$ cat config.mk
export PLATFORM = sky130hd
export DESIGN_NAME = rtu_frame_timing_fsm
export DESIGN_NICKNAME = d
export VERILOG_FILES = /design/src/rtl/core/rtuft_pkg.sv /design/src/rtl/core/rtu_frame_timing_fsm.sv
export SDC_FILE = /design/constraint.sdc
export NUM_CORES = 1
export LEC_CHECK = 0
export ABC_AREA = 1
export BUFFER_PORTS_ARGS = -buffer_cell sky130_fd_sc_hd__clkbuf_2
export CORE_MARGIN = 1
export CORE_UTILIZATION = 30
export DETAILED_ROUTE_END_ITERATION = 10
export SYNTH_ARGS = -nofsm -noshare
export SYNTH_HDL_FRONTEND = slang
export SYNTH_SLANG_ARGS = --single-unit
$ cat constraint.sdc
create_clock -name clk -period 8.1 [get_ports clk]
set_clock_uncertainty 0.1 [all_clocks]
set_input_delay 0.81 -clock clk [delete_from_list [all_inputs] [get_ports clk]]
set_output_delay 0.81 -clock clk [all_outputs]
set_load 0.01 [all_outputs]
$ cat src/rtl/core/rtuft_pkg.sv
`timescale 1ns / 1ps

package rtuft_pkg;

  // Field and register widths
  localparam int MODE_W      = 2;
  localparam int BYTE_W      = 8;
  localparam int FRAME_LEN_W = 9;
  localparam int STATE_W     = 3;
  localparam int T_W         = 20;
  localparam int CHAR_W      = 16;
  localparam int TIMER_W     = 25;
  localparam int CRC_W       = 16;
  localparam int CFG_IDX_W   = 2;
  localparam int IN_DATA_W   = 24;
  localparam int OUT_DATA_W  = 16;

  localparam int MAX_FRAME_DEF = 256;

  // Line states
  localparam logic [STATE_W-1:0] ST_INITIAL   = 3'd0;
  localparam logic [STATE_W-1:0] ST_IDLE      = 3'd1;
  localparam logic [STATE_W-1:0] ST_EMISSION  = 3'd2;
  localparam logic [STATE_W-1:0] ST_RECEPTION = 3'd3;
  localparam logic [STATE_W-1:0] ST_CTRLWAIT  = 3'd4;

  // Event codes
  localparam logic [MODE_W-1:0] EV_START  = 2'd0;
  localparam logic [MODE_W-1:0] EV_TICK   = 2'd1;
  localparam logic [MODE_W-1:0] EV_BYTE   = 2'd2;
  localparam logic [MODE_W-1:0] EV_DEMAND = 2'd3;

  // Register indexes
  localparam logic [CFG_IDX_W-1:0] CFG_T15  = 2'd0;
  localparam logic [CFG_IDX_W-1:0] CFG_T35  = 2'd1;
  localparam logic [CFG_IDX_W-1:0] CFG_CHAR = 2'd2;

  localparam logic [T_W-1:0]    T15_RST  = 20'd750;
  localparam logic [T_W-1:0]    T35_RST  = 20'd1750;
  localparam logic [CHAR_W-1:0] CHAR_RST = 16'd500;
  localparam logic [CRC_W-1:0]  CRC_INIT = 16'hFFFF;
  localparam logic [CRC_W-1:0]  CRC_POLY = 16'hA001;

  // Result beat layout
  typedef struct packed {
    logic                   illegal_event;
    logic                   emit_enable;
    logic [FRAME_LEN_W-1:0] frame_len;
    logic                   frame_ok;
    logic [STATE_W-1:0]     line_state;
  } res_t;

  // Modbus CRC-16, one byte, reflected
  function automatic logic [CRC_W-1:0] crc_feed(input logic [CRC_W-1:0] crc,
                                                input logic [BYTE_W-1:0] b);
    logic [CRC_W-1:0] c;
    c = crc ^ {{(CRC_W-BYTE_W){1'b0}}, b};
    for (int k = 0; k < BYTE_W; k++) begin
      if (c[0]) begin
        c = (c >> 1) ^ CRC_POLY;
      end else begin
        c = c >> 1;
      end
    end
    return c;
  endfunction

endpackage

$ cat src/rtl/core/rtu_frame_timing_fsm.sv
`timescale 1ns / 1ps
// Each event beat passes through an input register and then a result register.
// Throughput: one event per cycle while out_tready does not stall; the state update
// sits between the two registers, so back-to-back events each see the prior one's state.
// Reset (rst_n low, synchronous): initial state, timer stopped, frame cleared,
// timing registers back to 750 / 1750 / 500 ticks.

module rtu_frame_timing_fsm import rtuft_pkg::*; #(
  parameter int MAX_FRAME = MAX_FRAME_DEF
) (
  input  logic                  clk,
  input  logic                  rst_n,
  // event input
  input  logic                  in_tvalid,
  output logic                  in_tready,
  input  logic [IN_DATA_W-1:0]  in_tdata,   // [7:0] rx_byte, [16:8] tx_len, rest zero
  input  logic [MODE_W-1:0]     in_tuser,   // [1:0] mode
  // result output
  output logic                  out_tvalid,
  input  logic                  out_tready,
  output logic [OUT_DATA_W-1:0] out_tdata,  // [2:0] line_state, [3] frame_ok,
                                            // [12:4] frame_len, [13] emit_enable,
                                            // [14] illegal_event, rest zero
  output logic                  out_tlast,  // frame_done
  // configuration writes
  input  logic                  cfg_valid,
  output logic                  cfg_ready,
  input  logic [CFG_IDX_W-1:0]  cfg_index,
  input  logic [T_W-1:0]        cfg_data
);

  localparam int CNT_W  = $clog2(MAX_FRAME + 1);
  localparam int PROD_W = CNT_W + CHAR_W;
  localparam logic [FRAME_LEN_W-1:0] MAX_LEN = FRAME_LEN_W'(MAX_FRAME);
  localparam logic [CNT_W-1:0]       MAX_CNT = CNT_W'(MAX_FRAME);

  // ---------------------------------------------------------------------------
  // Timing registers
  // ---------------------------------------------------------------------------
  logic [T_W-1:0]    t15_r, t35_r;
  logic [CHAR_W-1:0] char_r;

  assign cfg_ready = 1'b1;

  always_ff @(posedge clk) begin
    if (!rst_n) begin
      t15_r  <= T15_RST;
      t35_r  <= T35_RST;
      char_r <= CHAR_RST;
    end else if (cfg_valid && cfg_ready) begin
      case (cfg_index)
        CFG_T15:  t15_r  <= cfg_data;
        CFG_T35:  t35_r  <= cfg_data;
        CFG_CHAR: char_r <= cfg_data[CHAR_W-1:0];
        default:  ;
      endcase
    end
  end

  // ---------------------------------------------------------------------------
  // Input stage. The emission length product is formed here so the state stage
  // only needs the add. The user must keep config stable while events are in flight;
  // the block itself does not enforce it. Using char_r at capture time relies on that.
  // ---------------------------------------------------------------------------
  logic                in_v_r;
  logic                out_v_r;
  logic [MODE_W-1:0]   mode_r;
  logic [BYTE_W-1:0]   rxb_r;
  logic [TIMER_W-1:0]  prod_r;
  logic                adv, proc;

  logic [FRAME_LEN_W-1:0] tx_len_in;
  logic [CNT_W-1:0]       len_sat;
  logic [PROD_W-1:0]      prod;

  assign adv       = !out_v_r || out_tready;
  assign proc      = in_v_r && adv;
  assign in_tready = !in_v_r || adv;

  assign tx_len_in = in_tdata[BYTE_W +: FRAME_LEN_W];
  assign len_sat   = (tx_len_in > MAX_LEN) ? MAX_CNT : tx_len_in[CNT_W-1:0];
  assign prod      = {{CHAR_W{1'b0}}, len_sat} * {{CNT_W{1'b0}}, char_r};

  always_ff @(posedge clk) begin
    if (!rst_n) begin
      in_v_r <= 1'b0;
    end else if (in_tvalid && in_tready) begin
      in_v_r <= 1'b1;
    end else if (proc) begin
      in_v_r <= 1'b0;
    end
  end

  always_ff @(posedge clk) begin
    if (in_tvalid && in_tready) begin
      mode_r <= in_tuser;
      rxb_r  <= in_tdata[BYTE_W-1:0];
      prod_r <= TIMER_W'(prod);
    end
  end

  // ---------------------------------------------------------------------------
  // Line state and frame accumulators
  // ---------------------------------------------------------------------------
  logic [STATE_W-1:0] state_r,  state_nxt;
  logic [TIMER_W-1:0] cnt_dn_r, cnt_dn_nxt;
  logic               run_r,    run_nxt;
  logic [CNT_W-1:0]   bcnt_r,   bcnt_nxt;
  logic [CRC_W-1:0]   crc_r,    crc_nxt;
  logic [BYTE_W-1:0]  tail0_r,  tail0_nxt;
  logic [BYTE_W-1:0]  tail1_r,  tail1_nxt;
  logic               good_r,   good_nxt;
  res_t               res;
  logic               done;

  // control wait: T3.5 less 1.5 characters, floored at zero
  logic [CHAR_W+1:0]  half_char;
  logic [TIMER_W-1:0] cw_ticks;
  logic [TIMER_W-1:0] emit_ticks;

  assign half_char  = {2'b00, char_r} + {3'b000, char_r[CHAR_W-1:1]};
  assign cw_ticks   = (TIMER_W'(t35_r) > TIMER_W'(half_char)) ?
                      TIMER_W'(t35_r) - TIMER_W'(half_char) : '0;
  assign emit_ticks = TIMER_W'(t35_r) + prod_r;

  always_comb begin
    logic             take;
    logic [CNT_W-1:0] c_cnt;
    logic [CRC_W-1:0] c_crc;
    logic [BYTE_W-1:0] c_t0, c_t1;

    state_nxt  = state_r;
    cnt_dn_nxt = cnt_dn_r;
    run_nxt    = run_r;
    bcnt_nxt   = bcnt_r;
    crc_nxt    = crc_r;
    tail0_nxt  = tail0_r;
    tail1_nxt  = tail1_r;
    good_nxt   = good_r;
    done       = 1'b0;
    res        = '0;
    take       = 1'b0;

    // frame base for a taken byte: a fresh frame when leaving idle
    if (state_r == ST_IDLE) begin
      c_cnt = '0;
      c_crc = CRC_INIT;
      c_t0  = '0;
      c_t1  = '0;
    end else begin
      c_cnt = bcnt_r;
      c_crc = crc_r;
      c_t0  = tail0_r;
      c_t1  = tail1_r;
    end

    case (mode_r)
      EV_TICK: begin
        if (run_r) begin
          if (cnt_dn_r <= TIMER_W'(1)) begin
            cnt_dn_nxt = '0;
            run_nxt    = 1'b0;
            case (state_r)
              ST_RECEPTION: begin
                cnt_dn_nxt = cw_ticks;
                run_nxt    = 1'b1;
                good_nxt   = (bcnt_r >= CNT_W'(2)) &&
                             (tail0_r == crc_r[CRC_W-1:BYTE_W]) &&
                             (tail1_r == crc_r[BYTE_W-1:0]);
                state_nxt  = ST_CTRLWAIT;
              end
              ST_CTRLWAIT: begin
                done          = 1'b1;
                res.frame_ok  = good_r;
                res.frame_len = FRAME_LEN_W'(bcnt_r);
                bcnt_nxt      = '0;
                crc_nxt       = CRC_INIT;
                tail0_nxt     = '0;
                tail1_nxt     = '0;
                good_nxt      = 1'b0;
                state_nxt     = ST_IDLE;
              end
              default: state_nxt = ST_IDLE;
            endcase
          end else begin
            cnt_dn_nxt = cnt_dn_r - TIMER_W'(1);
          end
        end
      end
      EV_START: begin
        if (state_r == ST_INITIAL) begin
          cnt_dn_nxt = TIMER_W'(t35_r);
          run_nxt    = 1'b1;
        end else begin
          res.illegal_event = 1'b1;
        end
      end
      EV_BYTE: begin
        case (state_r)
          ST_INITIAL: begin
            cnt_dn_nxt = TIMER_W'(t35_r);
            run_nxt    = 1'b1;
          end
          ST_IDLE, ST_RECEPTION: begin
            take       = 1'b1;
            cnt_dn_nxt = TIMER_W'(t15_r);
            run_nxt    = 1'b1;
            state_nxt  = ST_RECEPTION;
          end
          ST_CTRLWAIT: good_nxt = 1'b0;   // late byte spoils the frame
          default:     res.illegal_event = 1'b1;
        endcase
      end
      default: begin  // emission demand
        if (state_r == ST_IDLE) begin
          cnt_dn_nxt = emit_ticks;
          run_nxt    = 1'b1;
          state_nxt  = ST_EMISSION;
        end else begin
          res.illegal_event = 1'b1;
        end
      end
    endcase

    if (take) begin
      bcnt_nxt  = c_cnt;
      crc_nxt   = c_crc;
      tail0_nxt = c_t0;
      tail1_nxt = c_t1;
      if (state_r == ST_IDLE) begin
        good_nxt = 1'b0;
      end
      // bytes past the maximum frame length are dropped
      if (c_cnt < MAX_CNT) begin
        if (c_cnt >= CNT_W'(2)) begin
          crc_nxt = crc_feed(c_crc, c_t0);
        end
        tail0_nxt = c_t1;
        tail1_nxt = rxb_r;
        bcnt_nxt  = c_cnt + CNT_W'(1);
      end
    end

    res.line_state  = state_nxt;
    res.emit_enable = (state_nxt == ST_EMISSION);
  end

  always_ff @(posedge clk) begin
    if (!rst_n) begin
      state_r  <= ST_INITIAL;
      cnt_dn_r <= '0;
      run_r    <= 1'b0;
      bcnt_r   <= '0;
      crc_r    <= CRC_INIT;
      tail0_r  <= '0;
      tail1_r  <= '0;
      good_r   <= 1'b0;
    end else if (proc) begin
      state_r  <= state_nxt;
      cnt_dn_r <= cnt_dn_nxt;
      run_r    <= run_nxt;
      bcnt_r   <= bcnt_nxt;
      crc_r    <= crc_nxt;
      tail0_r  <= tail0_nxt;
      tail1_r  <= tail1_nxt;
      good_r   <= good_nxt;
    end
  end

  // ---------------------------------------------------------------------------
  // Result register
  // ---------------------------------------------------------------------------
  res_t res_r;
  logic last_r;

  always_ff @(posedge clk) begin
    if (!rst_n) begin
      out_v_r <= 1'b0;
    end else if (proc) begin
      out_v_r <= 1'b1;
    end else if (out_tready) begin
      out_v_r <= 1'b0;
    end
  end

  always_ff @(posedge clk) begin
    if (proc) begin
      res_r  <= res;
      last_r <= done;
    end
  end

  assign out_tvalid = out_v_r;
  assign out_tdata  = OUT_DATA_W'(res_r);
  assign out_tlast  = last_r;

endmodule

Word-level counts from Yosys, hierarchy flattened
Cells that the tools add are included.
{"block": "classes", "mux": 94, "n_mul": 1, "reduce_logical": 29, "add_sub_neg": 5, "bitwise_logic": 9, "magnitude_cmp": 6, "n_eq_ne": 14}
{"op": "$mux 16", "n": 37}
{"op": "$mux 25", "n": 6}
{"op": "$mux 8", "n": 10}
{"op": "$pmux 25 s3", "n": 1}
{"op": "$mux 9", "n": 8}
{"op": "$pmux 25 s2", "n": 1}
{"op": "$add 20x25->25", "n": 1}
{"op": "$le 25x1->1 const B", "n": 1}
{"op": "$mul 9x16->25", "n": 1}
{"op": "$sub 25x1->25 const B", "n": 1}
{"op": "$not 2->3", "n": 8}
{"op": "$mux 1", "n": 21}
{"op": "$sub 20x17->21", "n": 1}
{"op": "$gt 20x17->1", "n": 1}
{"op": "$ge 9x2->1 const B", "n": 2}
{"op": "$add 16x15->17", "n": 1}
{"op": "$eq 8x8->1", "n": 2}
{"op": "$xor 16x8->16", "n": 1}
{"op": "$mux 3", "n": 5}
{"op": "$reduce_bool 2->1", "n": 6}
{"op": "$reduce_and 5->1", "n": 2}
{"op": "$add 9x1->9 const B", "n": 1}
{"op": "$gt 9x9->1 const B", "n": 1}
{"op": "$lt 9x9->1 const B", "n": 1}
{"op": "22 further kinds", "n": 38}
{"block": "totals", "wordCells": 180, "output_inout_bits": 20, "register_bits": 180, "inputBits": 53}

Depth between registers and ports, before layout
Gate-level depths: netlist of run 1.
{"block": "depth", "word_depth": 43, "depth_mapped": 28, "mapped_depth_nobuf": 27}

Least setup slack after synthesis of run 1
Ideal clock, no wire load.
{"block": "synth_path", "path_kind": "input port to flip-flop", "from": "input port in_tdata[16]", "to": "register prod_r[19], data pin", "stages": 22, "required_ps": 7735, "n_path_buf": 1, "path_slack_ps": 2417, "arrival_time_ps": 5318, "setup_time_ps": 265, "path_cell_list": "clkbuf_1 -> inv_1 -> a21oi_1 -> inv_1 -> nand2_1 -> clkinv_1 -> nand2_1 -> fa_1 -> inv_1 -> fa_1 -> fa_1 -> inv_1 -> fa_1 -> inv_1 -> ha_1 -> a21oi_1 -> o21ai_0 -> nor3b_1 -> o21ai_0 -> a21boi_0 -> o21ai_0 -> xor2_1"}
{"block": "synth_between", "elab_chain_cells": 3}
{"item": "from (decl)", "line": "rtu_frame_timing_fsm.sv:16", "rtl": "input logic [IN_DATA_W-1:0] in_tdata,"}
{"item": "$gt 9x9->1", "line": "rtu_frame_timing_fsm.sv:81", "rtl": "assign len_sat = (tx_len_in > MAX_LEN) ? MAX_CNT : tx_len_in[CNT_W-1:0];"}
{"item": "$mux 9 *", "line": "rtu_frame_timing_fsm.sv:81"}
{"item": "$mul 9x16->25 *", "line": "rtu_frame_timing_fsm.sv:82", "rtl": "assign prod = {{CHAR_W{1'b0}}, len_sat} * {{CNT_W{1'b0}}, char_r};"}
{"item": "named net prod[19]", "line": "rtu_frame_timing_fsm.sv:74", "rtl": "logic [PROD_W-1:0] prod;"}
{"item": "to (signal assigned)", "line": "rtu_frame_timing_fsm.sv:98", "rtl": "prod_r <= TIMER_W'(prod);"}
{"item": "to (decl)", "line": "rtu_frame_timing_fsm.sv:69", "rtl": "logic [TIMER_W-1:0] prod_r;"}
The timed path passes the listed nets; every way through them passes the cells marked *.
A chain may end at the register's enable or synchronous reset.

Worst setup path after layout of run 1
{"block": "layout_path", "from": "input port in_tdata[16]", "to": "register prod_r[22], data pin"}
Same word-level chain as after synthesis.

==> results of run 1 <==
-- layer usage --
metal  part of all wire  up-vias
met5                  0        -
met4              0.024        0
met3              0.051       66
met2               0.48      452
met1               0.44     7126
li1                   -     7272
-- worst paths after layout --
check	slack, ps	endpoint	from
min reg2reg	360	t15_r[9]	t15_r[9]
max	1740	prod_r[22]	in_tdata[16]
max reg2reg	2550	prod_r[22]	char_r[8]
min	360	t15_r[9]	t15_r[9]
-- Yosys cell counts (all sizes together), types with 16 or more instances --
| master | number | area, um^2 |
|---|---|---|
| xor2 | 57 | 499 |
| nand2 | 441 | 1670 |
| buf | 17 | 103 |
| a21oi | 182 | 922 |
| edfxtp | 51 | 1530 |
| ha | 106 | 1330 |
| nand4 | 22 | 138 |
| nor2 | 249 | 945 |
| dfxtp | 129 | 2580 |
| nor3 | 35 | 175 |
| o21ai | 197 | 990 |
| nand3 | 91 | 465 |
| xnor2 | 37 | 324 |
| clkbuf | 52 | 195 |
| inv | 311 | 1170 |
| o211ai | 16 | 120 |
| fa | 102 | 2040 |
-- worst register-to-register path, cell delays in order, from the launching register on --
cell,delay (ps)
dfxtp_1,740
inv_1,310
nor2_1,230
fa_1,460
fa_1,530
fa_1,520
inv_1,50
fa_1,470
inv_1,40
ha_1,330
a21oi_1,170
o21a_1,140
nand2_1,70
a21oi_1,170
o21ai_0,150
nand2_1,140
nand2_1,90
a21oi_1,280
o21ai_0,150
xor2_1,160
-- logic make-up (layout without fill, tap and decap cells) --
family	count (synthesis)	in the layout	synth area share
AO/OA/AOI/OAI	478	478	0.167
XOR/XNOR	94	94	0.0515
adder cells (fa/ha/maj)	208	208	0.211
buffers and inverters	386	420	0.0930
flip-flops	180	180	0.257
other	2	2	0.000470
AND/OR/NAND/NOR	858	858	0.220
-- sequential cells by signal, summed over array words and instances, names as in the netlist, 2 cells and up --
| register | cells |
|---|---|
| tail0_r | 8 |
| t35_r | 20 |
| cnt_dn_r | 25 |
| t15_r | 20 |
| char_r | 16 |
| crc_r | 16 |
| prod_r | 25 |
| state_r | 3 |
| rxb_r | 8 |
| out_tdata | 15 |
| tail1_r | 8 |
| bcnt_r | 9 |
| mode_r | 2 |
-- placed cells by master, fill, tap and decap left out, types with 3 or more instances in the layout --
cell type and count:
o22ai_1 9, clkbuf_16 17, buf_4 8, a211oi_1 9
edfxtp_1 51, a31oi_1 9, clkinv_1 6, clkinvlp_4 4
xnor2_1 37, o21bai_1 13, o221ai_1 5, xor2_1 57
nand2_1 438, o211ai_1 16, inv_1 307, a22oi_1 5
a21boi_0 5, nand3_1 89, inv_2 4, inv_6 4
a21oi_1 181, o21ai_0 195, fa_1 102, o2111ai_1 3
or2_2 6, nand4_1 22, nor3_1 33, clkinv_2 3
o21a_1 3, nor4_1 6, ha_1 106, dfxtp_1 129
clkbuf_2 62, a221oi_1 11, a2bb2oi_1 3, nor2_1 246
-- power groups by stage --
stage | clock network (W) | registers (W) | logic (W)
after global placement | 0 | 0.00110 | 0.00136
after floorplan | 0 | 0.00108 | 0.00103
final | 0.000818 | 0.00108 | 0.00140
after CTS | 0.000830 | 0.00108 | 0.00139
after global routing | 0.000864 | 0.00109 | 0.00158
after detailed placement | 0 | 0.00110 | 0.00138
-- cell type report --
type,instances,share of cell area
flip-flops and latches,180,0.235
clock buffers,18,0.0245
well taps,688,0.0492
inverters,317,0.0680
repair buffers,71,0.0215
clock inverters,14,0.00729
multi-input cells,1640,0.594
-- through the flow --
stage                     hold slack, ps  utilization  instances  total power, W
after floorplan                      329            -       2206         0.00211
after global placement               343        0.322       2896         0.00246
after detailed placement             348        0.322       2896         0.00248
after CTS                            367        0.332       2928         0.00330
after global routing                 393        0.332       2928         0.00353
final                                361        0.332       2928         0.00330
==> impl_metrics.ini, run 1 <==
[detailed_routing]
drt-initial-drc-count = 1125
ant_nets = 0
vias = 14916
drt_wl_total_um = 49200
wl_per_cell_um = 16.8
viasPerCell = 5.09
drcViolationCount = 0
drtPass1Iterations = 6

[power]
internal_power_w = 0.00195
power_density_nw_per_um2 = 188
swShare = 0.410
power_frac_comb = 0.424
switching_power_w = 0.00135
seq_power_share = 0.328
clkPwrFrac = 0.248
ir_worst_vdd_uv = 164
leakage_nw = 8.21

[synthesis]
ys_types = 55
synth_seq_cells = 180
synth_edf_count = 51
syn_nets = 2467
syn_inst = 2206
synth_area_per_cell_um2 = 7.25
yosys_warnings = 0
ys.flop_type = dfxtp_1
async_flop_share = 0
syn_area_um2 = 16000
synth-seq-area-share = 0.257

[min_path]
hold_class = reg -> reg
hold_path_depth = 2

[run_status]
status = complete, no violations

[timing]
timing.final.ws_setup_ps = 1740
fmax_ghz = 0.157
period_minus_slack_ps = 6360
rsz0062_at_grt = no
fin_crit_sh = 0.785
setup_tns_ps = 0
slew_violations = 0
finalSetupViolations = 0
timing.max_slew.rel_slack = 0.301
tightestPinTransition_ps = 1050
finalHoldViolCount = 0

[final_layout]
drive_above_1_share = 0.0563
final_nets = 2488
syn_to_final_growth_pct = 9.43
multi_input_area_um2 = 10400
fin_area_um2 = 17500
antennaDiodeCount = 0
fill_cells = 5659
seqCellArea_um2 = 4110

[cts]
clkTransAtPathRegs_ps = 70
htreeDepth = 4
clock_latency_ps = 450
cts.path.max_buffers = 2
cts-root-buf = clkbuf_16
cts_tree = done
cts_made_buffers = 17
cts_resized = 0
cts.sinks = 180
holdBufCountCts = 0
postCtsSetupRepairBufs = 0

[place]
io_buffers = 63
place_ws_ps = 1320
dp_hpwl_um = 37900
place_congestion = 0.947
placed_area_um2 = 16900

[critical_path]
max_stage_delay_ps = 570
crit_arrival_ps = 6450
cpMaxStageDelayCell = fa_1
cp_max_fo = 17
critPathKind = in -> reg
reg2regPathDepth = 19
timing.critical_path.buf_inv = 7
endpoint_kind = flip-flop
worst-path-stages = 25
cp_top_family = adder cells
crit_required_ps = 8190
worst_setup_path_start_kind = primary input

[floorplan]
initial_core_util = 0.304
die_h_um = 233
fp.dieW_um = 233
core.rowCount = 84
dieArea_um2 = 54200
core_area_um2 = 52700
boundaryPins = 73

[global_route]
grtUsageTotal = 0.184
grt_pass1_wl_um = 78500
grt_use_met1 = 0.235
grt_pass1_vias = 14675
grt-busiest-layer = met2
use_met2 = 0.320
grt_antenna_before_repair = 0
grtUsageMet3 = 0.0248
overflow = 0
grt_max_degree = 68

[flow_run]
cap_viol_max_count = 0
No activity file was read; power rests on OpenSTA's default activity.
==> run 2, diff against run 1 <==
==> constraint.sdc (replaced) <==
create_clock -name clk -period 6.25 [get_ports clk]
set_clock_uncertainty 0.1 [all_clocks]
set_input_delay 0.625 -clock clk [delete_from_list [all_inputs] [get_ports clk]]
set_output_delay 0.625 -clock clk [all_outputs]
set_load 0.01 [all_outputs]
==> impl_metrics.ini, run 2 (synthesized netlist as in run 1, its figures left out) <==
[critical_path]
critPathKind = in -> reg
worst_setup_path_start_kind = primary input
path_common_cell = nand2_1
endpoint_kind = flip-flop
reg2reg_slack_ps = 950
cpMaxStageDelayCell = fa_1
cp_top_family = adder cells
reg2regPathDepth = 19
max_stage_delay_ps = 560
worst-path-stages = 26
timing.critical_path.buf_inv = 6
crit_arrival_ps = 5620
cp_max_fo = 9
crit_required_ps = 6340

[final_layout]
syn_to_final_growth_pct = 10.3
drive_above_1_share = 0.0620
fin_area_um2 = 17600
antennaDiodeCount = 0
final_cell_mix = nand2_1, inv_1, nor2_1
top_regs = cnt_dn_r x25, prod_r x25
mostFrequentLayoutCell = nand2_1
final_nets = 2506

[detailed_routing]
drtPass1Iterations = 6
vias = 14884
wl_per_cell_um = 16.6
drcViolationCount = 0
viasPerCell = 5.05
drt_wl_total_um = 48800
ant_nets = 0
drt-initial-drc-count = 1143

[cts]
postCtsSetupRepairBufs = 0
cts_resized = 0
cts.path.max_buffers = 2
cts.sinks = 180
clkTransAtPathRegs_ps = 70
htreeDepth = 4
cts_tree = done
clock_latency_ps = 450
cts_made_buffers = 17
holdBufCountCts = 0
cts-root-buf = clkbuf_16

[power]
switching_power_w = 0.00172
seq_power_share = 0.326
power_density_nw_per_um2 = 244
ir_worst_vdd_uv = 210
leakage_nw = 8.29
swShare = 0.399
power_frac_comb = 0.425
internal_power_w = 0.00259
finalPower_w = 0.00431
clkPwrFrac = 0.248

[timing]
fmax_ghz = 0.181
fin_crit_sh = 0.884
finalHoldViolCount = 0
timing.max_slew.rel_slack = 0.288
rsz0062_at_grt = no
setup_tns_ps = 0
holdWs_ps = 258
period_minus_slack_ps = 5520
finalSetupViolations = 0
tightestPinTransition_ps = 1070
slew_violations = 0

[floorplan]
core.rowCount = 84
initial_core_util = 0.304
fp.dieW_um = 233
boundaryPins = 73
dieArea_um2 = 54200
core_area_um2 = 52700
die_h_um = 233

[global_route]
overflow = 0
grt_antenna_before_repair = 0
use_met2 = 0.320
grt_pass1_vias = 14666
grt_use_met1 = 0.234
grtUsageMet3 = 0.0203
grt_pass1_wl_um = 78000
grtUsageTotal = 0.182
grt_max_degree = 70
grt-busiest-layer = met2

[min_path]
hold_class = in -> reg
hold_path_depth = 1

[place]
io_buffers = 63
placed_area_um2 = 17100
place_congestion = 0.911
dp_hpwl_um = 38000

[flow_run]
cap_viol_max_count = 0

[run_status]
status = complete, no violations
-- run 2: per-layer routing --
layer / up-vias / wire (um) / part of all wire
met4: 0 / 1010 / 0.021
met1: 7070 / 21800 / 0.45
met2: 458 / 23600 / 0.48
li1: 7299 / - / -
met3: 57 / 2410 / 0.049
met5: - / 0 / 0
-- run 2: area by class of cell --
class                   instances  area [um^2]
repair buffers                 89          510
clock inverters                12          133
inverters                     317         1190
multi-input cells            1640        10400
fillers                      5560        35000
well taps                     688          861
flip-flops and latches        180         4110
clock buffers                  19          433
-- run 2: final timing paths --
| check | start | end |
|---|---|---|
| worst max-delay path | in_tdata[13] | prod_r[22] |
| worst min-delay path | in_tuser[0] | mode_r[0] |
| worst max register to register | char_r[7] | prod_r[22] |
| worst min register to register | t15_r[3] | t15_r[3] |
-- run 2: power by group through the flow --
stage | Combinational [W] | Clock [W] | Sequential [W]
2_1_floorplan | 0.00134 | 0 | 0.00139
3_3_place_gp | 0.00180 | 0 | 0.00143
3_5_place_dp | 0.00182 | 0 | 0.00143
4_1_cts | 0.00183 | 0.00109 | 0.00140
5_1_grt | 0.00207 | 0.00114 | 0.00141
6_report | 0.00183 | 0.00107 | 0.00141
-- run 2: worst reg2reg max path, delay by kind of cell, from the launching register on --
kind | cells | cell delay (ps)
XOR/XNOR | 1 | 150
buffers and inverters | 3 | 360
flip-flops | 1 | 640
AO/OA/AOI/OAI | 6 | 1020
adder cells (fa/ha/maj) | 5 | 2300
AND/OR/NAND/NOR | 4 | 480
-- run 2: through the flow --
stage	utilization	cells	worst slack, ps
2_1_floorplan	-	2206	752
3_3_place_gp	0.324	2914	198
3_5_place_dp	0.324	2914	240
4_1_cts	0.335	2945	729
5_1_grt	0.335	2945	239
6_report	0.335	2945	727
==> run 3, diff against run 2 <==
--- a/config.mk
+++ b/config.mk
@@ -8,8 +8,9 @@
 export ABC_AREA = 1
 export BUFFER_PORTS_ARGS = -buffer_cell sky130_fd_sc_hd__clkbuf_2
 export CORE_MARGIN = 1
-export CORE_UTILIZATION = 30
+export CORE_UTILIZATION = 60
 export DETAILED_ROUTE_END_ITERATION = 10
+export PLACE_DENSITY = 0.78
 export SYNTH_ARGS = -nofsm -noshare
 export SYNTH_HDL_FRONTEND = slang
 export SYNTH_SLANG_ARGS = --single-unit
==> impl_metrics.ini, run 3 (synthesized netlist as in run 1, its figures left out) <==
[power]
power_density_nw_per_um2 = 254
leakage_nw = 8.32
finalPower_w = 0.00437
ir_worst_vdd_uv = 207

[detailed_routing]
drt_wl_total_um = 45800
viasPerCell = 5.84
drtPass1Iterations = 9
drcViolationCount = 8
drt-initial-drc-count = 1382
vias = 15135
ant_nets = 0
wl_per_cell_um = 17.7

[global_route]
grt_pass1_wl_um = 72900
grtUsageTotal = 0.347
grt_pass1_vias = 14258
overflow = 0
grt_antenna_before_repair = 2
grt_max_degree = 102

[cts]
postCtsSetupRepairBufs = 0
clock_latency_ps = 460
holdBufCountCts = 0
htreeDepth = 4
cts.sinks = 180
cts_resized = 0
cts.path.max_buffers = 2
cts-root-buf = clkbuf_16
cts_tree = done
clkTransAtPathRegs_ps = 90
cts_made_buffers = 17

[critical_path]
crit_required_ps = 6340
crit_start = in_tdata[9]
reg2regPathDepth = 17
cp_max_fo = 6
critPathKind = in -> reg
timing.rr.start = char_r[14]
endpoint_kind = flip-flop
endpoint = prod_r[19]
worst_setup_path_start_kind = primary input
reg2reg_slack_ps = 840
crit_arrival_ps = 5860
reg2reg_to = prod_r[23]

[timing]
rsz0062_at_grt = no
timing.max_slew.rel_slack = 0.309
slew_violations = 0
finalSetupViolations = 0
fin_crit_sh = 0.923
fmax_ghz = 0.173
setup_tns_ps = 0
period_minus_slack_ps = 5770
finalHoldViolCount = 0
tightestPinTransition_ps = 1040

[final_layout]
syn_to_final_growth_pct = 7.83
mostFrequentLayoutCell = nand2_1
seqCellArea_um2 = 4110
top_regs = cnt_dn_r x25, prod_r x25
multi_input_area_um2 = 10400
final_cell_mix = nand2_1, inv_1, nor2_1
drive_above_1_share = 0.0630
layout.cells.non_filler = 2592
fill_cells = 2383
final_nets = 2503

[place]
place_inst = 2558
io_buffers = 63
dp_hpwl_um = 35300
place_congestion = 0.949

[min_path]
hold_class = in -> reg

[floorplan]
dieArea_um2 = 27300
core.rowCount = 59
fp.dieW_um = 165
initial_core_util = 0.612
die_h_um = 165
boundaryPins = 73
core_area_um2 = 26100

[run_status]
failed_checks = DRC
status = finished with violations

[flow_run]
cap_viol_max_count = 0
run 3: cell types whose count changed in the layout (fill, tap and decap cells not counted), moves of 2 or more:
| cell | before | now |
|---|---|---|
| clkbuf_1 | 2 | 0 |
| inv_8 | 0 | 4 |
| clkinvlp_4 | 4 | 0 |
| clkinv_1 | 8 | 6 |
| clkinv_8 | 0 | 4 |
| buf_4 | 26 | 23 |
| diode_2 | 0 | 2 |
run 3: how the worst min path moves through the flow:
| stage | from | to | slack (ps) | cells past startpoint |
|---|---|---|---|---|
| 6_report | in_tdata[2] | rxb_r[2] | 240 | 1 |
| 5_1_grt | in_tdata[2] | rxb_r[2] | 220 | 1 |
| 4_1_cts | in_tdata[2] | rxb_r[2] | 230 | 1 |
| 3_5_place_dp | t15_r[3] | t15_r[3] | 340 | 2 |
| 3_3_place_gp | t15_r[6] | t15_r[6] | 340 | 2 |
| 2_1_floorplan | t15_r[1] | t15_r[1] | 330 | 2 |
run 3: power by group:
group	internal (W)	leakage (nW)	total (W)	switching (W)
registers	0.00133	1.55	0.00141	0.0000826
logic	0.000650	6.46	0.00182	0.00117
clock network	0.000583	0.304	0.00114	0.000558
total	0.00256	8.32	0.00437	0.00181
run 3: worst max-delay path, cell delays in order:
cell and delay [ps]:
clkbuf_2 90, nor4_1 290, a21oi_1 100, inv_1 140, nand2_1 190, inv_1 250, nand2_1 110, fa_1 470
fa_1 550, inv_1 50, fa_1 510, fa_1 420, ha_1 370, nand2_1 90, inv_1 90, nand3_1 70
nor3_1 230, nand2_1 100, nor3b_1 150, buf_4 150, o21ai_0 270, a21boi_0 200, o21ai_0 230, xor2_1 90
run 3: final cells by class:
cell class | count | area share
sequential | 180 | 0.239
antenna | 2 | 0.000290
inverter | 317 | 0.0690
multi-input combinational | 1640 | 0.603
clock buffer | 17 | 0.0247
clock inverter | 15 | 0.0116
tap | 335 | 0.0243
timing repair buffer | 86 | 0.0283
run 3: metal layers:
| layer | up-vias | wire [um] | GRT usage |
|---|---|---|---|
| met5 | - | 0 | 0 |
| met4 | 0 | 1660 | 0.141 |
| met3 | 104 | 3690 | 0.0524 |
| met2 | 635 | 21300 | 0.566 |
| met1 | 7103 | 19200 | 0.458 |
| li1 | 7293 | - | - |
run 3: metrics by stage:
step | setup WS, ps | hold WS (ps) | utilization | instance area, um^2
after detailed placement | 126 | 343 | 0.636 | 16600
after CTS | 588 | 230 | 0.660 | 17200
after global placement | 180 | 342 | 0.636 | 16600
after global routing | 143 | 221 | 0.660 | 17200
final | 483 | 237 | 0.660 | 17200
after floorplan | 752 | 329 | - | 16000
